--- src/sv/sfr_pkg.sv ---
// Shared types and constants for the SOH/STX framed byte receiver.
package sfr_pkg;

	localparam logic [7:0] CH_SOH = 8'h01;
	localparam logic [7:0] CH_STX = 8'h02;
	localparam logic [7:0] CH_ETX = 8'h03;
	localparam logic [7:0] CH_EOT = 8'h04;

	localparam logic [15:0] MAX_LEN_RESET = 16'd255;

	typedef enum logic [2:0] {
		ST_NONE     = 3'd0,
		ST_GOOD     = 3'd1,
		ST_NO_STX   = 3'd2,
		ST_TOO_LONG = 3'd3,
		ST_NO_ETX   = 3'd4,
		ST_BAD_LRC  = 3'd5,
		ST_NO_EOT   = 3'd6
	} frame_status_t;

	typedef struct packed {
		logic          payload_valid;
		logic [7:0]    payload_byte;
		frame_status_t frame_status;
		logic [15:0]   frame_length;
	} result_t;

endpackage

--- src/sv/sfr_parser.sv ---
// Frame parse state, length/count/sum tracking and per-byte result logic.
module sfr_parser import sfr_pkg::*; (
	input  logic        clk,
	input  logic        arst_n,
	input  logic        cfg_wr_en,
	input  logic [15:0] cfg_wr_data,
	input  logic        byte_accept,
	input  logic [7:0]  rx_byte,
	output result_t     result
);

	typedef enum logic [2:0] {
		PS_HUNT    = 3'd0,
		PS_LEN_LO  = 3'd1,
		PS_LEN_HI  = 3'd2,
		PS_STX     = 3'd3,
		PS_PAYLOAD = 3'd4,
		PS_ETX     = 3'd5,
		PS_LRC     = 3'd6,
		PS_EOT     = 3'd7
	} parse_state_t;

	parse_state_t state_q, state_d;
	logic [15:0]  max_len_q;
	logic [15:0]  decl_len_q, decl_len_d;
	logic [15:0]  count_q, count_d;
	logic [7:0]   sum_q, sum_d;
	logic [7:0]   lrc_expect;
	frame_status_t status;

	assign lrc_expect = (~sum_q) + 8'd1;

	always_comb begin
		state_d    = state_q;
		decl_len_d = decl_len_q;
		count_d    = count_q;
		sum_d      = sum_q;
		status     = ST_NONE;
		result.payload_valid = 1'b0;
		result.payload_byte  = 8'd0;
		case (state_q)
			PS_HUNT: begin
				if (rx_byte == CH_SOH)
					state_d = PS_LEN_LO;
			end
			PS_LEN_LO: begin
				decl_len_d = {8'd0, rx_byte};
				count_d    = 16'd0;
				sum_d      = 8'd0;
				state_d    = PS_LEN_HI;
			end
			PS_LEN_HI: begin
				decl_len_d = {rx_byte, decl_len_q[7:0]};
				state_d    = PS_STX;
			end
			PS_STX: begin
				if (rx_byte == CH_STX) begin
					state_d = (decl_len_q != 16'd0) ? PS_PAYLOAD : PS_ETX;
				end else begin
					status  = ST_NO_STX;
					state_d = PS_HUNT;
				end
			end
			PS_PAYLOAD: begin
				if (count_q >= max_len_q) begin
					status  = ST_TOO_LONG;
					state_d = PS_HUNT;
				end else begin
					result.payload_valid = 1'b1;
					result.payload_byte  = rx_byte;
					sum_d   = sum_q + rx_byte;
					// count_q < max_len_q, so this cannot wrap
					count_d = count_q + 16'd1;
					if (count_d >= decl_len_q)
						state_d = PS_ETX;
				end
			end
			PS_ETX: begin
				if (rx_byte == CH_ETX) begin
					state_d = PS_LRC;
				end else begin
					status  = ST_NO_ETX;
					state_d = PS_HUNT;
				end
			end
			PS_LRC: begin
				if (rx_byte == lrc_expect) begin
					state_d = PS_EOT;
				end else begin
					status  = ST_BAD_LRC;
					state_d = PS_HUNT;
				end
			end
			PS_EOT: begin
				status  = (rx_byte == CH_EOT) ? ST_GOOD : ST_NO_EOT;
				state_d = PS_HUNT;
			end
			default: begin
				state_d = PS_HUNT;
			end
		endcase
		result.frame_status = status;
		result.frame_length = (status != ST_NONE) ? decl_len_q : 16'd0;
	end

	always_ff @(posedge clk or negedge arst_n) begin
		if (!arst_n) begin
			state_q    <= PS_HUNT;
			max_len_q  <= MAX_LEN_RESET;
			decl_len_q <= 16'd0;
			count_q    <= 16'd0;
			sum_q      <= 8'd0;
		end else begin
			if (cfg_wr_en)
				max_len_q <= cfg_wr_data;
			if (byte_accept) begin
				state_q    <= state_d;
				decl_len_q <= decl_len_d;
				count_q    <= count_d;
				sum_q      <= sum_d;
			end
		end
	end

endmodule

--- src/sv/sfr_skid.sv ---
// Result register with a skid entry so one more input is taken under output stall.
module sfr_skid import sfr_pkg::*; (
	input  logic    clk,
	input  logic    arst_n,
	input  logic    in_valid,
	output logic    in_stall,
	input  result_t in_data,
	output logic    out_valid,
	input  logic    out_stall,
	output result_t out_data
);

	logic    main_valid_q;
	logic    skid_valid_q;
	result_t main_q;
	result_t skid_q;
	logic    take;
	logic    accept;

	assign in_stall  = skid_valid_q;
	assign out_valid = main_valid_q;
	assign out_data  = main_q;
	assign take      = main_valid_q && !out_stall;
	assign accept    = in_valid && !skid_valid_q;

	always_ff @(posedge clk or negedge arst_n) begin
		if (!arst_n) begin
			main_valid_q <= 1'b0;
			skid_valid_q <= 1'b0;
		end else begin
			if (skid_valid_q) begin
				if (take) begin
					main_valid_q <= 1'b1;
					skid_valid_q <= 1'b0;
				end
			end else if (accept) begin
				if (!main_valid_q || take)
					main_valid_q <= 1'b1;
				else
					skid_valid_q <= 1'b1;
			end else if (take) begin
				main_valid_q <= 1'b0;
			end
		end
	end

	always_ff @(posedge clk) begin
		if (skid_valid_q) begin
			if (take)
				main_q <= skid_q;
		end else if (accept) begin
			if (!main_valid_q || take)
				main_q <= in_data;
			else
				skid_q <= in_data;
		end
	end

endmodule

--- src/sv/soh_stx_frame_receiver_lrc.sv ---
// Top level of the SOH/STX framed byte receiver with LRC check.
// Parses SOH, length lo, length hi, STX, payload, ETX, LRC, EOT from one byte
// per input beat and gives exactly one result beat per input beat: a payload
// byte as it passes, a frame verdict with the declared length when the frame
// ends or is dropped, or neither. One byte is taken every cycle unless in_stall
// is high; each result is registered in the result register, under stall in
// the skid entry first. The two-entry output stage (result register plus skid
// entry) takes one more byte while the output is stalled. max_payload_length
// resets to 255 and may be rewritten through cfg_wr_en/cfg_wr_data while idle.
module soh_stx_frame_receiver_lrc import sfr_pkg::*; (
	input  logic        clk,
	input  logic        arst_n,
	input  logic        cfg_wr_en,
	input  logic [15:0] cfg_wr_data,
	input  logic        in_valid,
	output logic        in_stall,
	input  logic [7:0]  rx_byte,
	output logic        out_valid,
	input  logic        out_stall,
	output logic        payload_valid,
	output logic [7:0]  payload_byte,
	output logic [2:0]  frame_status,
	output logic [15:0] frame_length
);

	result_t parse_res;
	result_t out_res;
	logic    byte_accept;

	assign byte_accept = in_valid && !in_stall;

	sfr_parser u_parser (
		.clk         (clk),
		.arst_n      (arst_n),
		.cfg_wr_en   (cfg_wr_en),
		.cfg_wr_data (cfg_wr_data),
		.byte_accept (byte_accept),
		.rx_byte     (rx_byte),
		.result      (parse_res)
	);

	sfr_skid u_skid (
		.clk       (clk),
		.arst_n    (arst_n),
		.in_valid  (in_valid),
		.in_stall  (in_stall),
		.in_data   (parse_res),
		.out_valid (out_valid),
		.out_stall (out_stall),
		.out_data  (out_res)
	);

	assign payload_valid = out_res.payload_valid;
	assign payload_byte  = out_res.payload_byte;
	assign frame_status  = out_res.frame_status;
	assign frame_length  = out_res.frame_length;

endmodule

--- config.mk ---
export PLATFORM = sky130hd
export DESIGN_NAME = soh_stx_frame_receiver_lrc
export DESIGN_NICKNAME = d
export VERILOG_FILES = /design/src/sv/sfr_pkg.sv /design/src/sv/sfr_parser.sv /design/src/sv/sfr_skid.sv /design/src/sv/soh_stx_frame_receiver_lrc.sv
export SDC_FILE = /design/constraint.sdc
export NUM_CORES = 1
export LEC_CHECK = 0
export BUFFER_PORTS_ARGS = -buffer_cell sky130_fd_sc_hd__buf_2
export CORE_MARGIN = 2
export CORE_UTILIZATION = 60
export DETAILED_ROUTE_END_ITERATION = 6
export PLACE_DENSITY = 0.76
export SLEW_MARGIN = 20
export SYNTH_ARGS = -nofsm -noshare
export SYNTH_HDL_FRONTEND = slang
export SYNTH_HIERARCHICAL = 1
export SYNTH_SLANG_ARGS = --single-unit
--- constraint.sdc ---
create_clock -name clk -period 3.7 [get_ports clk]
set_input_delay 0.74 -clock clk [delete_from_list [all_inputs] [get_ports clk]]
set_output_delay 0.74 -clock clk [all_outputs]
set_load 0.02 [all_outputs]
* Word-level counts from Yosys, hierarchy flattened
Cells that the tools add are included.
** Word-level totals
- Flip-flop bits (word level) :: 117
- Bits of input ports :: 29
- Output and inout port bits :: 30
- Logic and storage cells :: 98
** Cells by class
- Add/subtract/negate cells :: 3
- Magnitude comparators :: 2
- Eq/ne operators :: 17
- Multiplexer cells :: 35
- Bitwise logic cells :: 4
- Reductions and logical operators :: 21
** Operators by type and width (number)
- 28-bit two-way mux :: 4
- 16-bit case mux with 2 select lines :: 2
- 16-bit greater-or-equal comparator :: 2
- 16-bit two-way mux :: 2
- 3-bit two-way mux :: 9
- 3-bit case mux with 8 select lines :: 1
- 9-bit two-way mux :: 2
- 3-bit AND reduction :: 6
- 16-bit by 1-bit adder with 16-bit output (second input constant) :: 1
- 8-bit by 2-bit equality test with 1-bit output (second input constant) :: 2
- 8-bit case mux with 2 select lines :: 1
- 16-bit nonzero test :: 1
- 3-bit case mux with 5 select lines :: 1
- 3-bit equality test (second input constant) :: 4
- 1-bit two-way mux :: 10
- 2-bit nonzero test :: 5
- 8-bit by 1-bit adder with 8-bit output (second input constant) :: 1
- 8-bit adder :: 1
- 8-bit by 1-bit equality test with 1-bit output (second input constant) :: 1
- 8-bit by 3-bit equality test with 1-bit output (second input constant) :: 1
- 8-bit equality test :: 1
- 8-bit two-way mux :: 1
- 8-bit NOT :: 1
- 3-bit by 2-bit equality test with 1-bit output (second input constant) :: 2
- 12 further kinds :: 20

* Longest topological paths before layout
- Depth after elaboration :: 10
- Depth in mapped cells :: 13
- Mapped depth without buffers :: 13

* Modules after synthesis
The synthesis kept the hierarchy.
** By module, submodules not included
- sfr_parser :: times used 1, cells each 532, area an instance 4490.6 µm², sequential area each 1486.4 µm²
- sfr_skid :: times used 1, cells each 99, area an instance 2128.3 µm², sequential area each 1731.7 µm²
- soh_stx_frame_receiver_lrc :: times used 1, cells each 1, area an instance 13.8 µm², sequential area each 0.0 µm²

* Worst setup path before layout
Ideal clock, no wire load.
- Kind :: input to register
- Start point :: input port rx_byte[1]
- End point :: register u_skid.main_q, in the netlist u_skid/out_data[5] (data pin)
- Setup time :: 0.260 ns
- Arrival :: 2.439 ns
- Required time :: 3.440 ns
- Setup slack :: 1.002 ns
- Stages :: 10
- Path buffers :: 2
- Cell sequence :: clkbuf_1 -> xor2_1 -> nor2_1 -> nand3_1 -> a2111oi_4 -> o211ai_2 -> a21oi_4 -> buf_6 -> nor2_2 -> mux2_2
** RTL lines
- from (decl) :: RTL line soh_stx_frame_receiver_lrc.sv:17 : input logic [7:0] rx_byte,
- to (signal assigned) :: RTL line sfr_skid.sv:50 : main_q <= skid_q;
- to (signal assigned) :: RTL line sfr_skid.sv:53 : main_q <= in_data;
- to (decl) :: RTL line sfr_skid.sv:15 : result_t main_q;

==> impl_results.md <==
* Run status: finished with violations
* Failing checks: design-rule violations
* Fin crit period at 3330 ps
* DRT Pass-1 Iters at 7
* Peak supply drop at 0.000589 V
* Post-synthesis sequential area ratio at 48.5%
* P per Cell Area at roughly 850 mW/mm²
* I/O pins at 59
* Vias at 4992
* Clk sinks at 117
* Post-synthesis compound-gate area fraction at 15.2%
* Layout cells sized above 1 at 21.9%
* Row Count at 38
* # setup viols final at 0
* TritonCTS buffer count at 17
* Max Cap Viol at 0
* Largest net degree at the start of global routing at 40
* First-pass GRT wire length at 23.9 mm
* Post-Synth Adder-Cell Area at 8.04%
* Top_reg_cell synth: edfxtp_1
* Post-Syn Area at 0.00663 mm²
* Combinational family with the most area after synthesis: compound AO/OA/AOI/OAI gates
* HP Class: in -> async
* Post-Synth Simple-Gate Area at 14.8%
* H-tree depth at 4
* Post-synth EDFFs at 56
* Fillers at 792
* FF/Latch Area at 0.00322 mm²
* Avg Cell Area, Syn at 10.5 µm²
* XOR/XNOR Fraction of Synth Area at 3.43%
* Startpoint Class: flip-flop
* Chip Width at 109 µm
* Clk pwr share at 25.1%
* Total GRT Usage at a little over a quarter
* Clk_lat worst skew at 540 ps
* Switching share of power at 38.3%
* Synth cell types at 64
* Switch Pwr at ~2500 µW
* Data required time of the worst path at 3990 ps
* # Post-CTS Setup Buffers at 0
* Cells after Synth at 632
* Startpoint of the worst register-to-register path: u_parser/max_len_q[2]$_DFFE_PN1P_
* Setup crit end kind: flip-flop
* Fin. max-slew vios at 0
* Final wirelength at 14.5 mm
* Gr ovfl total at 0
* Most common cell after layout, fill and taps aside: nand2_1
* CP arrival at 3610 ps
* Slew @ Worst Pin at slightly below 1000 ps
* Ys async rst share at 52.1%
* Routed length per instance at between 15 and 20 µm
* Crit path kind: reg -> reg
* Remaining DRCs at 1
* Post-route clock period utilization at 89.9%
* Die Ht at ~110 µm
* Area of the core at 0.0108 mm²
* RSZ-0062 raised after global routing: false
* Initial DRC count at 322
* Initial antenna violation count at 0
* P_int at approximately 4000 µW
* Inserted Diodes at 0
* Area of the die at around 0.012 mm²
* Leak pwr at 0.00335 µW
* Max clock buf depth at 2
* Dpl hpwl at a little over 10 mm
* Post-cts sizing count at 0
* Final Skew at 7.17 ps
* Setup TNS at 0 ps
* Final nets at 761
* Fin cells at 843
* Syn Nets at about 700
* Root buffer cell: clkbuf_8
* TritonCTS clock tree: built
* Antenna viol nets, final at 0
* Layout area overhead at 14.2%
* Starting Density at approximately three fifths
* Vias in the first global route at 4856
* Area of the multi-input gates at 0.00310 mm²
* DP Cell Count at 811
* PortBufs at 58
* Post-synthesis mux area share at under 10%
* Clock-pin slew on the worst setup and hold paths at 60 ps
* Smallest hold slack at 157 ps
* Fmax achieved at 0.301 GHz
* Hold_buf cts at 0
* CP max FO at 16
* Hold Violations, Final at 0
* Routed vias/inst at 5.92
* Final Util at 70.2%
* Setup crit start: u_parser/max_len_q[2]$_DFFE_PN1P_
* Relative slew slack at 35.8%
* Part of the power in registers at 35.5%
* GP Congestion at 0.856
* Combinational share of power at roughly two fifths
* Ys Warns at 6
* Number of synthesized register bits at 117
* Commonest cells after routing, fill and taps aside: nand2_1 (76), o21ai_0 (74), buf_2 (58)
-- metrics by stage --
stage	power [µW]	worst slack (ps)	cell area (µm²)
after global routing	6850	168	7580
after floorplan	4200	1000	6630
after CTS	6450	431	7580
after global placement	4670	512	6990
after detailed placement	4800	456	6990
final	6440	373	7580
-- power groups by stage --
| stage | clock network [µW] | registers (µW) | logic [µW] |
|---|---|---|---|
| finish | 1620 | 2280 | 2540 |
| global route | 1690 | 2330 | 2820 |
| CTS | 1640 | 2280 | 2530 |
| detailed placement | 0 | 2300 | 2510 |
| global placement | 0 | 2280 | 2400 |
| floorplan | 0 | 2390 | 1810 |
-- kinds of logic after synthesis --
kind of cell / count (synthesis)
and+or+nand+nor: 200
adders and majority gates: 42
buffers and inverters: 69
DFF: 117
AOI/OAI and AO/OA: 148
muxes: 30
xor gates and xnor gates: 26
-- area by class of cell --
| cell class | count | area share [%] |
|---|---|---|
| inverter | 43 | 2.13 |
| timing repair buffer | 65 | 4.52 |
| clock buffer | 23 | 6.03 |
| clock inverter | 9 | 1.68 |
| sequential | 117 | 42.5 |
| tap | 140 | 2.31 |
| multi-input combinational | 446 | 40.9 |
-- layer usage --
| metal | wire length [µm] | share of wire [%] | GRT usage [%] |
|---|---|---|---|
| met1 | 6400 | 44 | 33.8 |
| met2 | 7050 | 49 | 43.5 |
| met3 | 820 | 5.7 | 6.93 |
| met4 | 240 | 1.7 | 9.52 |
| met5 | 0 | 0 | 0 |
-- registers in the layout (all words and copies together) (netlist names) --
signal,count
u_skid/skid_q,28
u_parser/count_q,16
u_parser/sum_q,8
u_skid/in_stall,1
u_parser/max_len_q,16
u_parser/decl_len_q,16
u_skid/out_valid,1
u_skid/out_data,28
u_parser/state_q,3
-- final timing paths --
check                                                           end  slack (ps)  cells after the start
worst min register to register    u_parser/max_len_q[2]$_DFFE_PN1P_         510                      2
worst max register to register        u_skid/out_data[15]$_DFFE_PP_         370                     10
worst min-delay path                  u_parser/sum_q[4]$_DFFE_PN0P_         160                      1
worst max-delay path                  u_skid/out_data[15]$_DFFE_PP_         370                     10
max in group asynchronous       u_parser/decl_len_q[14]$_DFFE_PN0P_        2650                      2
min in group clk                  u_parser/max_len_q[4]$_DFFE_PN1P_         410                      3
-- cell usage after synthesis, types with 2 or more instances --
cell	n	area (µm²)
dfstp_2	8	210
a211oi_1	7	52.6
ha_1	41	513
and2_1	9	56.3
edfxtp_1	56	1680
o21ai_0	74	370
nand2b_1	7	43.8
buf_4	2	15.0
nand2_1	76	285
nor4_1	8	50.1
a211o_1	2	17.5
o41ai_2	3	48.8
a2111oi_4	2	55.1
a41oi_1	2	17.5
or3_1	2	12.5
o31ai_1	10	75.1
nor2b_1	9	56.3
o211ai_1	2	15.0
xnor2_1	14	123
and3_1	4	25.0
a21oi_1	13	65.1
and2b_1	2	15.0
nor2_2	11	68.8
xor2_1	12	105
nand4_1	4	25.0
a22oi_1	8	60.1
inv_1	43	161
buf_6	7	78.8
o21ai_1	4	20.0
nand3_1	19	95.1
buf_2	4	20.0
clkbuf_1	12	45.0
o41a_1	2	22.5
mux2_2	30	338
nor3_1	10	50.1
o2111ai_1	3	26.3
nor2_1	31	116
dfrtp_1	53	1330
-- worst max-delay path: stages (launching register included) --
cell and delay, ps:
dfstp_2 510, inv_1 40, ha_1 300, a211oi_1 220
o21ai_0 240, a21oi_1 290, o41a_1 260, nand3_1 210
a21oi_4 550, nor2_1 150, mux2_2 300
Note: power is estimated with default switching activity, not from simulation.
